`config.mk`:
```
export PLATFORM = sky130hd
export DESIGN_NAME = peak_envelope_downsampler_core
export DESIGN_NICKNAME = d
export VERILOG_FILES = /design/src/ped_pkg.sv /design/src/peak_envelope_downsampler_core.sv
export SDC_FILE = /design/constraint.sdc
export NUM_CORES = 1
export LEC_CHECK = 0
export ABC_AREA = 1
export BUFFER_PORTS_ARGS = -buffer_cell sky130_fd_sc_hd__buf_2
export CAP_MARGIN = 10
export CORE_AREA = 2 2 206 208
export DETAILED_ROUTE_END_ITERATION = 10
export DIE_AREA = 0 0 208 210
export PLACE_DENSITY = 0.71
export SLEW_MARGIN = 0
export SYNTH_ARGS = -nofsm -noshare
export SYNTH_HDL_FRONTEND = slang
export SYNTH_SLANG_ARGS = --single-unit
```
`constraint.sdc`:
```
create_clock -name clk_i -period 7.4 [get_ports clk_i]
set_input_delay 0.74 -clock clk_i [delete_from_list [all_inputs] [get_ports clk_i]]
set_output_delay 0.74 -clock clk_i [all_outputs]
set_load 0.01 [all_outputs]
```
`src/ped_pkg.sv`:
```
// ----------------------------------------------------------------------------
// ped_pkg
// Shared types and constants of the peak envelope downsampler: register
// indexes, register widths and register reset values.
// ----------------------------------------------------------------------------
package ped_pkg;

  localparam int unsigned CfgIndexWidth  = 2;
  localparam int unsigned CfgDataWidth   = 17;
  localparam int unsigned ChanCountWidth = 4;
  localparam int unsigned FrameWidth     = 17;
  localparam int unsigned SlackWidth     = 18;
  localparam int unsigned ChanIndexWidth = 3;

  typedef logic [CfgIndexWidth-1:0]  cfg_index_t;
  typedef logic [CfgDataWidth-1:0]   cfg_data_t;
  typedef logic [ChanCountWidth-1:0] chan_count_t;
  typedef logic [FrameWidth-1:0]     frame_t;
  typedef logic [SlackWidth-1:0]     slack_t;
  typedef logic [ChanIndexWidth-1:0] chan_index_t;

  localparam cfg_index_t CFG_CHANNEL_COUNT   = 2'd0;
  localparam cfg_index_t CFG_SRC_FRAME_COUNT = 2'd1;
  localparam cfg_index_t CFG_DST_FRAME_COUNT = 2'd2;

  localparam chan_count_t RESET_CHANNEL_COUNT   = 4'd2;
  localparam frame_t      RESET_SRC_FRAME_COUNT = 17'd4096;
  localparam frame_t      RESET_DST_FRAME_COUNT = 17'd1024;

endpackage

```
`src/peak_envelope_downsampler_core.sv`:
```
// ----------------------------------------------------------------------------
// peak_envelope_downsampler_core
// Peak-hold decimator for one chunk of interleaved multichannel samples.
// ----------------------------------------------------------------------------
// Samples enter on the sample channel, frame by frame, channel 0 first, one
// sample per beat. Source frames are grouped into dst_frame_count buckets that
// tile the chunk; at the last frame of each bucket one beat per channel leaves
// on the result channel carrying the sample of largest magnitude, the earlier
// one winning on ties. When dst_frame_count is not below src_frame_count,
// every sample passes through. chunk_end marks the last result of a chunk.
// A sample is taken in every cycle; a result appears in the cycle after its
// sample is accepted, via the single result register. While a result waits
// in that register, a new sample is still accepted if the receiver takes the
// waiting result in the same cycle; a stalled receiver holds off the sender.
// Reset loads the register defaults (2 channels, 4096 source frames, 1024
// destination frames) and restarts the chunk position. Any register write
// also restarts the chunk position.
// ----------------------------------------------------------------------------
module peak_envelope_downsampler_core #(
  parameter int unsigned MAX_CHANNELS = 8,
  parameter int unsigned SAMPLE_WIDTH = 24,
  parameter int unsigned MAX_FRAMES   = 65536
) (
  input  logic                           clk_i,
  input  logic                           rst_ni,
  input  logic                           cfg_we_i,
  input  ped_pkg::cfg_index_t            cfg_index_i,
  input  ped_pkg::cfg_data_t             cfg_data_i,
  input  logic                           sample_valid_i,
  output logic                           sample_ready_o,
  input  logic signed [SAMPLE_WIDTH-1:0] sample_value_i,
  output logic                           result_valid_o,
  input  logic                           result_ready_i,
  output logic signed [SAMPLE_WIDTH-1:0] peak_value_o,
  output ped_pkg::chan_index_t           channel_index_o,
  output logic                           chunk_end_o
);
  import ped_pkg::*;

  localparam int unsigned ChW = (MAX_CHANNELS > 1) ? $clog2(MAX_CHANNELS) : 1;

  typedef logic [ChW-1:0]          ch_t;
  typedef logic [SAMPLE_WIDTH-1:0] sample_t;
  typedef logic [SAMPLE_WIDTH:0]   mag_t;

  chan_count_t chan_count_q;
  frame_t      src_count_q, dst_count_q;
  ch_t         ch_q, ch_d;
  frame_t      frame_q, frame_d;
  slack_t      slack_q, slack_d;
  logic        first_q, first_d;
  sample_t     peak_q [MAX_CHANNELS];

  logic        out_valid_q, out_valid_d;
  sample_t     out_peak_q;
  chan_index_t out_ch_q;
  logic        out_end_q;

  chan_count_t n_eff;
  frame_t      src_eff, dst_eff;
  logic        accept, pass, last_ch, last_frame, ends, emit, take_new;
  slack_t      slack_t_val;
  sample_t     new_peak, out_value;
  mag_t        mag_x, mag_p;

  function automatic mag_t magnitude(sample_t v);
    mag_t ext;
    ext = {v[SAMPLE_WIDTH-1], v};
    return v[SAMPLE_WIDTH-1] ? (mag_t'(0) - ext) : ext;
  endfunction

  always_comb begin
    if (chan_count_q == '0) begin
      n_eff = chan_count_t'(1);
    end else if (32'(chan_count_q) > 32'(MAX_CHANNELS)) begin
      n_eff = chan_count_t'(MAX_CHANNELS);
    end else begin
      n_eff = chan_count_q;
    end
    if (src_count_q == '0) begin
      src_eff = frame_t'(1);
    end else if (32'(src_count_q) > 32'(MAX_FRAMES)) begin
      src_eff = frame_t'(MAX_FRAMES);
    end else begin
      src_eff = src_count_q;
    end
    if (dst_count_q == '0) begin
      dst_eff = frame_t'(1);
    end else if (32'(dst_count_q) > 32'(MAX_FRAMES)) begin
      dst_eff = frame_t'(MAX_FRAMES);
    end else begin
      dst_eff = dst_count_q;
    end
  end

  assign sample_ready_o = !out_valid_q || result_ready_i;
  assign accept         = sample_valid_i && sample_ready_o;
  assign pass           = dst_eff >= src_eff;
  assign last_ch        = (32'(ch_q) + 32'd1) >= 32'(n_eff);
  assign last_frame     = (slack_t'(frame_q) + slack_t'(1)) >= slack_t'(src_eff);

  assign slack_t_val = (slack_q >= slack_t'(dst_eff)) ? (slack_q - slack_t'(dst_eff)) : '0;
  assign ends        = slack_t_val < slack_t'(dst_eff);

  assign mag_x    = magnitude(sample_value_i);
  assign mag_p    = magnitude(peak_q[ch_q]);
  assign take_new = first_q || (mag_x > mag_p);
  assign new_peak = take_new ? sample_value_i : peak_q[ch_q];

  assign emit      = pass || ends;
  assign out_value = pass ? sample_value_i : new_peak;

  always_comb begin
    ch_d    = ch_q;
    frame_d = frame_q;
    slack_d = slack_q;
    first_d = first_q;
    if (accept) begin
      if (!last_ch) begin
        ch_d = ch_q + ch_t'(1);
      end else begin
        ch_d = '0;
        if (pass) begin
          frame_d = last_frame ? '0 : frame_q + frame_t'(1);
        end else if (last_frame) begin
          frame_d = '0;
          slack_d = slack_t'(src_eff);
          first_d = 1'b1;
        end else begin
          frame_d = frame_q + frame_t'(1);
          slack_d = slack_t_val + (ends ? slack_t'(src_eff) : '0);
          first_d = ends;
        end
      end
    end
  end

  always_comb begin
    if (accept && emit) begin
      out_valid_d = 1'b1;
    end else if (result_ready_i) begin
      out_valid_d = 1'b0;
    end else begin
      out_valid_d = out_valid_q;
    end
  end

  always_ff @(posedge clk_i or negedge rst_ni) begin
    if (!rst_ni) begin
      chan_count_q <= RESET_CHANNEL_COUNT;
      src_count_q  <= RESET_SRC_FRAME_COUNT;
      dst_count_q  <= RESET_DST_FRAME_COUNT;
      ch_q         <= '0;
      frame_q      <= '0;
      slack_q      <= slack_t'(RESET_SRC_FRAME_COUNT);
      first_q      <= 1'b1;
      out_valid_q  <= 1'b0;
    end else if (cfg_we_i) begin
      out_valid_q <= out_valid_d;
      case (cfg_index_i)
        CFG_CHANNEL_COUNT: begin
          chan_count_q <= cfg_data_i[ChanCountWidth-1:0];
          ch_q         <= '0;
          frame_q      <= '0;
          first_q      <= 1'b1;
          slack_q      <= slack_t'(src_eff);
        end
        CFG_SRC_FRAME_COUNT: begin
          src_count_q <= cfg_data_i;
          ch_q        <= '0;
          frame_q     <= '0;
          first_q     <= 1'b1;
          if (cfg_data_i == '0) begin
            slack_q <= slack_t'(1);
          end else if (32'(cfg_data_i) > 32'(MAX_FRAMES)) begin
            slack_q <= slack_t'(MAX_FRAMES);
          end else begin
            slack_q <= slack_t'(cfg_data_i);
          end
        end
        CFG_DST_FRAME_COUNT: begin
          dst_count_q <= cfg_data_i;
          ch_q        <= '0;
          frame_q     <= '0;
          first_q     <= 1'b1;
          slack_q     <= slack_t'(src_eff);
        end
        default: begin
          ch_q    <= ch_d;
          frame_q <= frame_d;
          slack_q <= slack_d;
          first_q <= first_d;
        end
      endcase
    end else begin
      ch_q        <= ch_d;
      frame_q     <= frame_d;
      slack_q     <= slack_d;
      first_q     <= first_d;
      out_valid_q <= out_valid_d;
    end
  end

  always_ff @(posedge clk_i) begin
    if (accept && !pass) begin
      peak_q[ch_q] <= new_peak;
    end
    if (accept && emit) begin
      out_peak_q <= out_value;
      out_ch_q   <= chan_index_t'(ch_q);
      out_end_q  <= last_ch && last_frame;
    end
  end

  assign result_valid_o  = out_valid_q;
  assign peak_value_o    = out_peak_q;
  assign channel_index_o = out_ch_q;
  assign chunk_end_o     = out_end_q;

endmodule
```
==> reports/metrics.yaml, run 1 <==
logic_synthesis:
  syn_avg_cell_area_um2: 8.231
  synth_area_leaders: "edfxtp_1, nand2_1, dfrtp_1"
  synth_fp_nets: 2409
  synth_top_flop_cell: "edfxtp_1"
  synth_area_leader_cell: "edfxtp_1"
  netlist_instances: 2242
  synth_seq_cells: 298
  ys.warnings.count: 0
  synth.distinct_cells: 51
  yosysSeqAreaShare_pct: 46.41
  async_flop_share_pct: 26.17
  synth_top_area_share_pct: 35.80
  synth-edff-count: 220
  synth_area_um2: 18450
timing:
  fin_crit_ns: 6.487
  clock_skew_ns: 0.01726
  max_freq_mhz: 154.1
  hold_viol: 0
  slew_viol_final: 0
  finalCritPeriodShare_pct: 87.67
  finalSetupViolCount: 0
  grt_setup_unrepaired: "no"
  relSlewSlack_pct: 24.91
  tightest_slew_ns: 1.125
  worst_slack_ns: 0.9125
  timing.setup.tns_ns: 0
clock_network:
  postCtsSetupBuffers: 0
  clk_pin_slew_worst_paths_ns: 0.07
  clock_path_buffers: 3
  cts_buffers: 31
  cts_sinks: 298
  tritoncts: "yes"
  clock-root-buffer: "clkbuf_16"
  insertion_delay_ns: 0.60
  htree_levels: 1
layout:
  final_util_pct: 49.27
  final_cell_mix: "nand2_1, inv_1, edfxtp_1, nor2_1, nand3_1"
  antenna_cells: 0
  design_area_um2: 20440
  drive_gt1_share_pct: 8.803
  final_common_cell: "nand2_1"
  nets: 2483
  syn2layout_area_growth_pct: 10.74
grt:
  use_met2_pct: 42.54
  grt_max_degree: 70
  grt_pass1_vias: 15400
  grt_use_total_pct: 24.65
  grt_util_met3_pct: 3.263
  grt_busiest_layer: "met2"
  antenna_found_initial: 0
  use_met1_pct: 31.66
  grt_pass1_wl_um: 84350
  overflow: 0
die:
  row_count: 75
  core_um2: 41480
  die_w_um: 208
  fp.dieH_um: 210
  start_util_pct: 44.49
  die_area_um2: 43680
  io_pins: 78
worst_setup_path:
  max_stage_delay_ns: 0.44
  cp-end-kind: "flop"
  crit_arrival_ns: 6.96
  cp_slowest_cell: "o21ai_0"
  start_kind: "flop"
  cp_max_fo: 19
  cpMostUsedCell: "nand2_1"
  critical_path_class: "flop to flop"
  cp.required_ns: 7.88
placement:
  gp_congestion: 1.024
  portBuffers: 77
  place_hpwl_um: 39480
  pre_cts_slack_ns: 1.082
  placed_area_um2: 19410
run:
  max_cap_viol_count: 0
hold_path:
  hold_path.class: "input pin to flop"
power:
  peakVddDrop_mv: 0.2831
  leakage_nw: 9.318
  p_per_area_nw_per_um2: 432.9
drt:
  vias_per_cell: 5.510
  totalWireLength_um: 54160
  drc: 0
  vias: 15860
  drtIter0Drc: 1420
  antenna_left: 0
  wl_per_cell_um: 18.81
  first_pass_iters: 6
outcome:
  outcome: "completed"
## stage by stage
stage	power [W]	cells	hold slack (ns)
floorplan	0.005848	2242	0.4444
global placement	0.007151	2821	0.4678
detailed placement	0.007210	2821	0.4737
CTS	0.008797	2879	0.4106
global route	0.009529	2879	0.4437
finish	0.008847	2879	0.4301
## worst max-delay path, delay by kind of cell (launching register included)
family,cells,cell delay [ns]
buffers and inverters,5,0.56
xor gates and xnor gates,1,0.22
DFF,1,0.38
adders and majority gates,3,1.11
AOI/OAI and AO/OA,3,0.93
and+or+nand+nor,30,3.15
## per-layer routing
metal	share of wire [%]	vias to the layer above
met5	0	-
met4	4.0	0
met3	7.4	126
met2	48	666
met1	41	7464
li1	-	7606
## flip-flops by register name, indices dropped and copies added (netlist names), 3 cells and up
register         count
dst_count_q         17
peak_q             192
ch_q                 3
channel_index_o      3
frame_q             17
peak_value_o        24
src_count_q         17
chan_count_q         4
slack_q             18
## area by class of cell
type                       count  area, um^2
inverter                     292        1096
clock buffer                  35       800.8
clock inverter                22       214.0
fill                        3918       21040
multi-input combinational   1594        8531
timing repair buffer          99       555.5
tap                          539       674.4
sequential                   298        8564
## final timing paths
kind,startpoint,end,slack (ns),depth (start not counted)
max in group asynchronous,rst_ni,ch_q[2],5.74,3
min in group asynchronous,rst_ni,slack_q[15],0.50,2
min reg2reg,dst_count_q[11],dst_count_q[11],0.49,2
min,sample_value_i[1],peak_value_o[1],0.43,3
max reg2reg,dst_count_q[9],slack_q[13],0.91,42
max,dst_count_q[9],slack_q[13],0.91,42
## where the power goes
| group | leakage, nW | total [W] | switching (W) | internal [W] |
|---|---|---|---|---|
| clock network | 0.485 | 0.00157 | 0.000685 | 0.000885 |
| logic | 5.84 | 0.00491 | 0.00331 | 0.00160 |
| registers | 3.00 | 0.00237 | 0.000139 | 0.00223 |
## kinds of logic after synthesis
| kind of cell | after synthesis | synth area share [%] |
|---|---|---|
| buf+inv | 350 | 7.492 |
| simple gates | 1106 | 25.57 |
| other cells | 2 | 0.04070 |
| compound gates | 304 | 9.343 |
| xor+xnor | 63 | 2.990 |
| flops | 298 | 46.41 |
| fa+ha+maj | 119 | 8.150 |
## timing repair
| item | CTS | global route |
|---|---|---|
| gates resized for setup | 0 | 0 |
| hold buffers | 1 | 0 |
| endpoints found under the hold margin | 8 | 0 |
## synthesized netlist by cell type, types with 2 or more instances
library cell / instances
dfstp_2: 5
nand4_1: 46
buf_4: 3
nand3_2: 5
a22oi_1: 6
a22o_1: 8
nand3b_1: 5
buf_1: 4
nor3b_1: 2
nor2_2: 11
ha_1: 117
xor2_1: 51
inv_1: 272
nand2_1: 648
and2_1: 25
clkbuf_1: 30
xnor2_1: 12
buf_6: 5
o21a_1: 3
a21oi_2: 2
o22ai_1: 16
nand2_2: 6
nor4_1: 12
nand3_4: 2
nor2_1: 179
inv_2: 14
o211ai_1: 4
fa_1: 2
clkinv_1: 6
nor2_4: 3
a31oi_1: 5
nand3_1: 144
buf_2: 16
a21o_1: 6
o2111a_1: 2
dfrtp_1: 73
o21bai_1: 2
nor3_1: 17
o21ai_0: 112
edfxtp_1: 220
o2bb2ai_1: 9
a21oi_1: 110
a211oi_1: 8
conb_1: 2
o21ai_1: 6
Note: power is estimated with default switching activity, not from simulation.
==> inputs of run 2 (changes only) <==
--- a/config.mk
+++ b/config.mk
@@ -5,12 +5,11 @@
 export SDC_FILE = /design/constraint.sdc
 export NUM_CORES = 1
 export LEC_CHECK = 0
-export ABC_AREA = 1
 export BUFFER_PORTS_ARGS = -buffer_cell sky130_fd_sc_hd__buf_2
 export CAP_MARGIN = 10
-export CORE_AREA = 2 2 206 208
+export CORE_AREA = 2 2 199 201
 export DETAILED_ROUTE_END_ITERATION = 10
-export DIE_AREA = 0 0 208 210
+export DIE_AREA = 0 0 201 203
 export PLACE_DENSITY = 0.71
 export SLEW_MARGIN = 0
 export SYNTH_ARGS = -nofsm -noshare
==> run 2 against run 1 <==
Utilization rose by 1.4 points. Largest cell class unchanged. Count of clock-buffer cells in the layout rose by 7. Fmax fell by 9.3%. Critical path type unchanged.
==> reports/metrics.yaml, run 2 <==
logic_synthesis:
  yosysSeqAreaShare_pct: 49.99
  synth_area_leaders: "edfxtp_1, dfrtp_1, ha_1"
  syn_avg_cell_area_um2: 11.29
  ys.warnings.count: 0
  synth_area_um2: 17130
  synth-edff-count: 220
  synth_top_area_share_pct: 38.56
  synth_top_flop_cell: "edfxtp_1"
  async_flop_share_pct: 26.17
  synthTopCellsByCount: "edfxtp_1, nand2_1, ha_1, nor2_1"
  netlist_instances: 1517
  synth_fp_nets: 1684
  synth_seq_cells: 298
  post-synth-top-count-cell: "edfxtp_1"
  synth.distinct_cells: 76
  synth_area_leader_cell: "edfxtp_1"
worst_setup_path:
  max_stage_delay_ns: 0.42
  cp_slowest_cell: "o41ai_4"
  worstRegToRegCells: 33
  critical_path_class: "flop to flop"
  cp_max_fo: 15
  cp-end-kind: "flop"
  cp.required_ns: 7.89
  crit_arrival_ns: 7.64
  start_kind: "flop"
layout:
  syn2layout_area_growth_pct: 13.73
  nets: 1789
  largest_reg_flops: 192
  drive_gt1_share_pct: 18.96
  multiInputGateArea_um2: 8285
  regMostFlops: "peak_q"
  final_cell_mix: "edfxtp_1, nand2_1, ha_1, nor2_1"
  antenna_cells: 0
  final_common_cell: "edfxtp_1"
  n_fill_cell: 3455
  seqCellArea_um2: 8568
clock_network:
  clock-root-buffer: "clkbuf_16"
  postCtsHoldBufs: 0
  cts_buffers: 30
  htree_levels: 1
  insertion_delay_ns: 0.57
  tritoncts: "yes"
  cts_sinks: 298
  clock_path_buffers: 3
  clk_pin_slew_worst_paths_ns: 0.06
die:
  die_area_um2: 40800
  start_util_pct: 44.54
  row_count: 72
  die_w_um: 201
  io_pins: 78
  core_um2: 38470
  fp.dieH_um: 203
power:
  p_total_w: 0.008572
  power_frac_seq_pct: 27.6
  pwr-share-clk_pct: 18.5
  switchingPower_w: 0.003644
  share_comb_of_total_power_pct: 53.9
  leakage_nw: 7.853
  switching_share_pct: 42.51
  p_int_w: 0.004928
  p_per_area_nw_per_um2: 439.9
  peakVddDrop_mv: 0.2603
timing:
  whs_ns: 0.1403
  fin_crit_ns: 7.153
  finalCritPeriodShare_pct: 96.67
  finalSetupViolCount: 0
  max_freq_mhz: 139.8
  hold_viol: 0
  slew_viol_final: 0
  clock_skew_ns: 0.02731
  tightest_slew_ns: 0.9370
  relSlewSlack_pct: 36.87
drt:
  vias: 13130
  drc: 0
  antenna_left: 0
  first_pass_iters: 6
  drtIter0Drc: 1226
  vias_per_cell: 6.069
  totalWireLength_um: 50240
  wl_per_cell_um: 23.21
outcome:
  outcome: "completed"
grt:
  antenna_found_initial: 1
  overflow: 0
  grt_pass1_vias: 12850
  grt_max_degree: 45
  grt_use_total_pct: 24.10
  grt_pass1_wl_um: 76060
hold_path:
  hold_path.class: "input pin to async pin"
placement:
  gp_congestion: 1.005
  portBuffers: 77
  place_hpwl_um: 35620
run:
  max_cap_viol_count: 0
run 2: cell count changes after synthesis, moves of 31 or more:
cell / before / now
nor2_1: 179 / 103
xnor2_1: 12 / 61
a21oi_1: 110 / 79
inv_1: 272 / 49
nand3_1: 144 / 23
mux2_2: 0 / 75
nand2_1: 648 / 179
o21ai_0: 112 / 79
run 2: cell families (layout without fill, tap and decap cells):
| kind of cell | Yosys count | in the layout | share of synthesized area (%) |
|---|---|---|---|
| simple gates | 450 | 451 | 12.26 |
| other cells | 2 | 2 | 0.04383 |
| buf+inv | 108 | 236 | 2.476 |
| flops | 298 | 298 | 49.99 |
| compound gates | 339 | 339 | 13.17 |
| mux | 113 | 113 | 8.778 |
| fa+ha+maj | 119 | 119 | 8.778 |
| xor+xnor | 88 | 88 | 4.499 |
run 2: metrics by stage:
stage	std cells	worst slack (ns)	cell area (um^2)	setup TNS, ns	util (%)
after detailed placement	2104	-0.1705	18340	-0.3114	47.68
after global routing	2164	-0.03285	19480	-0.06441	50.65
after floorplan	1517	0.1038	17130	0	-
after global placement	2104	0.01746	18340	0	47.68
after CTS	2160	0.03437	19380	0	50.38
final	2164	0.2467	19480	0	50.65
run 2: per-layer routing:
layer / part of all wire [%] / routed length (um) / GRT usage, %
met2: 47 / 23400 / 39.58
met5: 0 / 0 / 0
met4: 4.7 / 2347 / 10.32
met1: 41 / 20590 / 32.05
met3: 7.8 / 3902 / 3.419
run 2: worst max-delay path: cells and delay by family, from the launching register on:
kind	cells	cell delay, ns
AOI/OAI and AO/OA	14	2.69
and+or+nand+nor	10	2.02
adders and majority gates	4	1.06
buffers and inverters	3	0.54
DFF	1	0.41
muxes	1	0.24
xor gates and xnor gates	1	0.10
run 2: final timing paths:
check / end / slack, ns / startpoint
setup reg to reg: slack_q[12] / 0.25 / dst_count_q[8]
setup / recovery: slack_q[12] / 0.25 / dst_count_q[8]
hold / removal: slack_q[9] / 0.14 / rst_ni
hold reg to reg: chan_count_q[0] / 0.51 / chan_count_q[0]
max in group asynchronous: dst_count_q[7] / 6.27 / rst_ni
min in group clk_i: src_count_q[9] / 0.43 / cfg_data_i[9]
run 2: timing repair:
| action | 4_1_cts | 5_1_grt |
|---|---|---|
| gates resized for setup | 4 | 14 |
| cloned | 0 | 1 |
| buffers inserted | 0 | 3 |
| setup endpoints to repair | 6 | 13 |
| pin swaps | 0 | 6 |
run 2: power groups by stage:
stage	Combinational (W)	Clock [W]	Sequential, W
final	0.00462	0.00159	0.00237
after global routing	0.00501	0.00166	0.00239
after CTS	0.00442	0.00160	0.00236
after detailed placement	0.00436	0	0.00239
after global placement	0.00428	0	0.00239
after floorplan	0.00299	0	0.00233
run 2: layout make-up:
class	count	share of cell area (%)
clock buffer	42	4.245
clock inverter	14	0.9953
inverter	53	1.021
multi-input combinational	1112	42.52
sequential	298	43.97
tap	518	3.326
timing repair buffer	127	3.917
